File: config.mk
export PLATFORM = sky130hd
export DESIGN_NAME = domain_name_validator_core
export DESIGN_NICKNAME = d
export VERILOG_FILES = /design/src/rtl/dnv_pkg.sv /design/src/rtl/domain_name_validator_core.sv /design/src/rtl/dnv_step.sv
export SDC_FILE = /design/constraint.sdc
export NUM_CORES = 1
export LEC_CHECK = 0
export ABC_AREA = 1
export BUFFER_PORTS_ARGS = -buffer_cell sky130_fd_sc_hd__buf_2
export CELL_PAD_IN_SITES_DETAIL_PLACEMENT = 1
export CELL_PAD_IN_SITES_GLOBAL_PLACEMENT = 1
export CORE_MARGIN = 1.5
export CORE_UTILIZATION = 41
export CTS_CLUSTER_SIZE = 25
export DETAILED_ROUTE_END_ITERATION = 8
export PLACE_DENSITY_LB_ADDON = 0.15
export SETUP_SLACK_MARGIN = 0.2
export SLEW_MARGIN = 30
export SYNTH_ARGS = -nofsm -noshare
export SYNTH_HDL_FRONTEND = slang
export SYNTH_SLANG_ARGS = --single-unit
File: constraint.sdc
create_clock -name clock -period 2.3 [get_ports clock]
set_input_delay 0.46 -clock clock [delete_from_list [all_inputs] [get_ports clock]]
set_output_delay 0.46 -clock clock [all_outputs]
set_load 0.005 [all_outputs]
File: src/rtl/dnv_pkg.sv
// ----------------------------------------------------------------------------
// dnv_pkg
// Shared types and constants for the domain name validator.
// ----------------------------------------------------------------------------
package dnv_pkg;

   localparam logic [7:0] CH_END  = 8'h00;
   localparam logic [7:0] CH_DOT  = 8'h2E;
   localparam logic [7:0] CH_BSL  = 8'h5C;
   localparam logic [7:0] CH_ZERO = 8'h30;
   localparam logic [7:0] CH_NINE = 8'h39;

   localparam logic [6:0]  LABEL_SAT = 7'd127;
   localparam logic [8:0]  NAME_SAT  = 9'd511;
   localparam logic [10:0] RAW_SAT   = 11'd2047;
   localparam logic [9:0]  BYTE_MAX  = 10'd255;

   // Escape sequencer: none, after the backslash, after one digit, after two digits.
   typedef enum logic [3:0] {
      ESC_NONE  = 4'b0001,
      ESC_START = 4'b0010,
      ESC_ONE   = 4'b0100,
      ESC_TWO   = 4'b1000
   } esc_type;

   typedef struct packed {
      logic [6:0]  label_count;
      logic [8:0]  name_count;
      logic [10:0] raw_count;
      esc_type     esc;
      logic [9:0]  decimal_value;
      logic        error_seen;
      logic        first_was_dot;
   } dnv_state_type;

   localparam dnv_state_type DNV_CLEAR = '{
      label_count:   7'd0,
      name_count:    9'd0,
      raw_count:     11'd0,
      esc:           ESC_NONE,
      decimal_value: 10'd0,
      error_seen:    1'b0,
      first_was_dot: 1'b0
   };

endpackage

File: src/rtl/domain_name_validator_core.sv
// ----------------------------------------------------------------------------
// domain_name_validator_core
// Checks a text-form domain name fed one character per item.
// ----------------------------------------------------------------------------
// Characters enter one per item on the req_ channel; a zero character ends the
// name and yields one item on the rsp_ channel with rsp_status 0 for a good name
// and 1 for a bad one, after which the checker is clear for the next name.
// Other characters yield no result. The block takes one item per cycle except
// while a terminator waits behind an unread verdict: each character is held in
// an input register while the counter and escape update is applied, and a
// terminator's verdict then moves into the result register. A waiting verdict
// stalls only a following terminator.
module domain_name_validator_core
   import dnv_pkg::*;
#(
   parameter int unsigned MAX_LABEL = 63,
   parameter int unsigned MAX_NAME  = 255
) (
   input  logic       clock,
   input  logic       reset,
   input  logic       req_valid,
   output logic       req_ready,
   input  logic [7:0] req_char_in,
   output logic       rsp_valid,
   input  logic       rsp_ready,
   output logic       rsp_status
);

   logic          in_valid_ff, in_valid_in;
   logic [7:0]    in_char_ff, in_char_in;
   dnv_state_type state_ff, state_in;
   logic          rsp_valid_ff, rsp_valid_in;
   logic          rsp_status_ff, rsp_status_in;

   dnv_state_type step_nxt;
   logic          step_bad;
   logic          is_term;
   logic          out_free;
   logic          advance;
   logic          req_fire;

   dnv_step #(
      .MAX_LABEL(MAX_LABEL),
      .MAX_NAME (MAX_NAME)
   ) u_step (
      .cur    (state_ff),
      .char_in(in_char_ff),
      .nxt    (step_nxt),
      .bad    (step_bad)
   );

   assign is_term   = (in_char_ff == CH_END);
   assign out_free  = !rsp_valid_ff || rsp_ready;
   assign advance   = in_valid_ff && (!is_term || out_free);
   assign req_ready = !in_valid_ff || advance;
   assign req_fire  = req_valid && req_ready;

   always_comb begin
      in_valid_in   = in_valid_ff;
      in_char_in    = in_char_ff;
      state_in      = state_ff;
      rsp_valid_in  = rsp_valid_ff;
      rsp_status_in = rsp_status_ff;
      if (advance) begin
         in_valid_in = 1'b0;
         state_in    = step_nxt;
      end
      if (req_fire) begin
         in_valid_in = 1'b1;
         in_char_in  = req_char_in;
      end
      if (rsp_valid_ff && rsp_ready) begin
         rsp_valid_in = 1'b0;
      end
      if (advance && is_term) begin
         rsp_valid_in  = 1'b1;
         rsp_status_in = step_bad;
      end
   end

   always_ff @(posedge clock) begin
      if (reset) begin
         in_valid_ff  <= 1'b0;
         state_ff     <= DNV_CLEAR;
         rsp_valid_ff <= 1'b0;
      end else begin
         in_valid_ff  <= in_valid_in;
         state_ff     <= state_in;
         rsp_valid_ff <= rsp_valid_in;
      end
      in_char_ff    <= in_char_in;
      rsp_status_ff <= rsp_status_in;
   end

   assign rsp_valid  = rsp_valid_ff;
   assign rsp_status = rsp_status_ff;

   // A terminator leaves the checker fully cleared.
   a_clear_after_term: assert property (@(posedge clock) disable iff (reset)
      advance && is_term |=> (state_ff == DNV_CLEAR))
      else $error("state not cleared after terminator");

   // A new verdict appears only from a processed terminator.
   a_rsp_from_term: assert property (@(posedge clock) disable iff (reset)
      $rose(rsp_valid_ff) |-> $past(advance && is_term))
      else $error("verdict without terminator");

   // The input stage refuses an item only while it holds a stalled terminator.
   a_stall_only_term: assert property (@(posedge clock) disable iff (reset)
      !req_ready |-> (in_valid_ff && is_term && rsp_valid_ff && !rsp_ready))
      else $error("input stalled without cause");

endmodule

File: src/rtl/dnv_step.sv
// ----------------------------------------------------------------------------
// dnv_step
// Next-state and verdict logic for one character of a domain name.
// ----------------------------------------------------------------------------
module dnv_step
   import dnv_pkg::*;
#(
   parameter int unsigned MAX_LABEL = 63,
   parameter int unsigned MAX_NAME  = 255
) (
   input  dnv_state_type cur,
   input  logic [7:0]    char_in,
   output dnv_state_type nxt,
   output logic          bad
);

   localparam logic [6:0]  LABEL_LIMIT = 7'(MAX_LABEL);
   localparam logic [8:0]  NAME_LIMIT  = 9'(MAX_NAME);
   localparam logic [10:0] RAW_LIMIT   = 11'(4 * MAX_NAME);

   logic        is_digit;
   logic [7:0]  digit_diff;
   logic [3:0]  digit_val;
   logic [6:0]  label_inc;
   logic [8:0]  name_inc;
   logic [10:0] raw_inc;
   logic [9:0]  dec_next;

   assign is_digit   = (char_in >= CH_ZERO) && (char_in <= CH_NINE);
   assign digit_diff = char_in - CH_ZERO;
   assign digit_val  = digit_diff[3:0];
   assign label_inc  = (cur.label_count == LABEL_SAT) ? cur.label_count
                                                      : cur.label_count + 7'd1;
   assign name_inc   = (cur.name_count == NAME_SAT) ? cur.name_count
                                                    : cur.name_count + 9'd1;
   assign raw_inc    = (cur.raw_count == RAW_SAT) ? cur.raw_count
                                                  : cur.raw_count + 11'd1;
   // value * 10 + digit, kept to 10 bits
   assign dec_next   = {cur.decimal_value[6:0], 3'b000}
                     + {cur.decimal_value[8:0], 1'b0}
                     + {6'd0, digit_val};

   assign bad = cur.error_seen
             || (cur.esc != ESC_NONE)
             || (cur.raw_count == 11'd0)
             || (cur.raw_count > RAW_LIMIT)
             || (cur.first_was_dot && (cur.raw_count != 11'd1))
             || (cur.name_count > NAME_LIMIT)
             || (cur.label_count > LABEL_LIMIT);

   always_comb begin
      nxt = cur;
      if (char_in == CH_END) begin
         nxt = DNV_CLEAR;
      end else begin
         nxt.raw_count = raw_inc;
         case (cur.esc)
            ESC_START: begin
               if (is_digit) begin
                  nxt.decimal_value = {6'd0, digit_val};
                  nxt.esc           = ESC_ONE;
               end else begin
                  nxt.label_count = label_inc;
                  nxt.name_count  = name_inc;
                  nxt.esc         = ESC_NONE;
               end
            end
            ESC_ONE: begin
               if (is_digit) begin
                  nxt.decimal_value = dec_next;
                  nxt.esc           = ESC_TWO;
               end else begin
                  nxt.error_seen    = 1'b1;
                  nxt.esc           = ESC_NONE;
                  nxt.decimal_value = 10'd0;
               end
            end
            ESC_TWO: begin
               if (is_digit) begin
                  if (dec_next > BYTE_MAX) begin
                     nxt.error_seen = 1'b1;
                  end
                  nxt.label_count = label_inc;
                  nxt.name_count  = name_inc;
               end else begin
                  nxt.error_seen = 1'b1;
               end
               nxt.esc           = ESC_NONE;
               nxt.decimal_value = 10'd0;
            end
            default: begin
               if (char_in == CH_DOT) begin
                  // A dot as the very first character may be the root name.
                  if ((cur.label_count == 7'd0) && (raw_inc == 11'd1)) begin
                     nxt.first_was_dot = 1'b1;
                  end else if ((cur.label_count == 7'd0)
                               || (cur.label_count > LABEL_LIMIT)) begin
                     nxt.error_seen = 1'b1;
                  end
                  nxt.label_count = 7'd0;
                  nxt.name_count  = name_inc;
               end else if (char_in == CH_BSL) begin
                  nxt.esc = ESC_START;
               end else begin
                  nxt.label_count = label_inc;
                  nxt.name_count  = name_inc;
               end
            end
         endcase
      end
   end

endmodule

==> metrics.csv <==
stage;metric;value;unit
clocking;TritonCTS Buffers;5;
logic_synthesis;largest area contributor in the netlist;dfxtp_1;
grt;global-route wire length before repair;16.57;mm
sta;Rel. slew slack;68.79;%
sta;Final Hold Fails;0;
logic_synthesis;Syn Inst Count;493;
logic_synthesis;Synth top area share;24.93;%
clocking;H-Tree Depth;2;
logic_synthesis;post-synth cell types;41;
place;I/O Buffers;14;
logic_synthesis;most frequent cell after synthesis;nand2_1;
logic_synthesis;register area share after synthesis;32.58;%
clocking;CTS Root Cell;clkbuf_8;
sta;minimum clock period;2192;ps
logic_synthesis;asr flop ratio synth;0;%
grt;Total GRT Usage;23.07;%
floorplanning;die width;95.84;um
worst_setup_path;CP max stage cell;fa_1;
logic_synthesis;dominant cells by area after synthesis;dfxtp_1 (25%), nand2_1 (12%), ha_1 (7.8%);
logic_synthesis;Main synth FF type;dfxtp_1;
routing;via count;3452;
hold_path;Min-Delay Path Class;in2reg;
final_layout;share of layout cells above drive strength 1;19.10;%
floorplanning;Die Span Y;95.84;um
floorplanning;IO Pins;15;
sta;pin slew with the least headroom to its limit;466.5;ps
grt;vias in the first global route;3546;
floorplanning;Initial Utilization;42.58;%
final_layout;final core occ;49.74;%
hold_path;Cells on Worst Hold Path;1;
worst_setup_path;crit-path cells;inv_2 -> fa_1 -> inv_2 -> fa_2 -> nand4_1 -> nand3_2 -> xor2_2 -> nor2_1 -> nor2_1 -> nand2_1 -> a21oi_2;
routing;drt pass-1 iters;4;
worst_setup_path;crit end category;flop;
pwr;maximum vdd drop;0.2497;mV
grt;largest net degree at the start of global routing;32;
sta;RSZ-0062 raised after global routing;yes;
final_layout;final-layout fill cell count;1082;
worst_setup_path;CP max FO;4;
hold_path;Hold Path End;in_char_ff[4];
grt;initial antenna violation count;0;
place;Final GP Congestion;0.8311;
clocking;hold_buf cts;0;
final_layout;Area Overhead vs Synth;16.82;%
sta;total negative slack;0;ps
sta;Post-Route Skew;15.23;ps
routing;drt drc;0;
routing;WL/cell;15.68;um
logic_synthesis;Post-Syn Nets;529;
floorplanning;Die ar.;9184;sq um
floorplanning;FP Rows;33;
clocking;Max clock buf depth;2;
sta;Max Clk Rate;456.2;MHz
outcome;status;finished, final reports clean;
clocking;clk sinks;53;
place;Post-DP Area;3797;sq um
logic_synthesis;number of synthesis warnings;0;
routing;Starting DRT DRC Count;75;
logic_synthesis;Post-Syn Area per Cell;7.167;sq um
logic_synthesis;Post-synth EDFFs;9;
pwr;Pwr Density;411.9;nW/um^2
pwr;leak pwr;1.873;nW
floorplanning;core area;8299;sq um
place;Cell Count Post-Placement;618;
worst_setup_path;worst r2r src;in_char_ff[3];
pwr;Power, Total;1.700;mW
worst_setup_path;Critical Setup Path Class;reg2reg;
logic_synthesis;commonest cells in the netlist;nand2_1 (116), inv_1 (56), a21oi_1 (46);
clocking;clock-pin transition on the worst setup and hold timing paths;100;ps
final_layout;post-route cell area;4128;sq um
worst_setup_path;Reg2Reg Depth;11;
worst_setup_path;CP Data Arrival Time;2450;ps
sta;Final Max Slew Viols;0;
final_layout;ant diodes;0;
final_layout;Layout Nets;569;
worst_setup_path;Max stage delay on crit path;490;ps
worst_setup_path;crit-path leading delay family;adder cells;
place;DP Wirelength;7.348;mm
final_layout;final non-filler cell total;639;
routing;DRT antenna net count;0;
routing;vias per cell;5.402;
worst_setup_path;WP data required;2560;ps
clocking;CTS tree;built;
worst_setup_path;Register-to-Register Setup Slack;110;ps
job;max_cap viols;0;
clocking;Worst-Skew Late Latency;320;ps
hold_path;HP Start;req_char_in[4];
worst_setup_path;critical path buffer and inverter count;2;
grt;GRT overflow;0;
routing;WL final;10.02;mm
sta;# setup viols final;0;
sta;Final period util;95.30;%
worst_setup_path;Worst Setup Start Kind;flop;
logic_synthesis;Mapped Area;3533;sq um
logic_synthesis;Yosys reg bits;53;
worst_setup_path;RR Endpoint;state_ff[1];
[how the worst max path moves through the flow]
stage | start | endpoint | slack [ps] | cells past startpoint
2_1_floorplan | in_char_ff[3] | state_ff[1] | 200 | 11
3_3_place_gp | in_char_ff[3] | state_ff[1] | 90 | 11
3_5_place_dp | in_char_ff[3] | state_ff[1] | 50 | 11
4_1_cts | in_char_ff[3] | state_ff[1] | 170 | 11
5_1_grt | in_char_ff[3] | state_ff[1] | -30 | 11
6_report | in_char_ff[3] | state_ff[1] | 110 | 11
[repair_timing]
action	4_1_cts	5_1_grt
pin swaps	7	10
setup buffers	6	7
gates cloned	0	0
endpoints found under the setup margin	5	24
gates resized for setup	12	24
[cells in the final DEF (no fill, tap or decap), types with 5 or more instances in the layout]
cell / instances
inv_1: 54
nand3_2: 6
ha_1: 19
o21ai_0: 13
buf_4: 24
xor2_1: 14
nor2_2: 6
nand3_1: 28
nand2_1: 114
clkbuf_8: 5
dfxtp_1: 43
nor2_1: 40
a21oi_1: 43
nor2_4: 6
inv_2: 8
nand4_1: 25
nand2_2: 6
edfxtp_1: 9
buf_2: 13
nor3_1: 5
[registers in the layout, summed over array words and instances, names as in the netlist]
signal       cells
in_valid_ff      1
rsp_status       1
in_char_ff       8
state_ff        42
rsp_valid        1
[cell families (layout without fill, tap and decap cells)]
group	count (synthesis)	in the layout	share of synthesized area, %
AND/OR/NAND/NOR	247	247	32.72
flip-flops	53	53	32.58
AO/OA/AOI/OAI	80	80	13.21
XOR/XNOR	19	19	4.710
adder cells (fa/ha/maj)	24	24	8.923
buffers and inverters	70	111	7.861
[metal layers]
metal	track usage, %	routed length (um)	vias to the layer above
met4	4.902	116	0
met3	3.476	164	12
met5	0	0	-
met2	41.73	5093	36
li1	-	-	1714
met1	28.72	4642	1690
[stage by stage]
stage	hold WS (ps)	worst slack, ps
final	314.2	108.0
after floorplan	428.9	203.1
after global placement	438.1	94.35
after global routing	308.7	-26.64
after CTS	304.6	172.3
after detailed placement	442.1	46.28
[power by group]
part,switching [mW],internal [mW]
clock,0.323,0.212
sequential,0.0214,0.964
combinational,0.108,0.0721
[final cells by class]
cell class	count	area (sq um)	area share (%)
multi-input combinational	370	2235	54.14
sequential	53	1152	27.92
clock inverter	2	10.01	0.2425
inverter	62	232.7	5.638
clock buffer	6	72.57	1.758
timing repair buffer	41	294.0	7.123
tap	105	131.4	3.183
No activity file was read; power rests on OpenSTA's default activity.
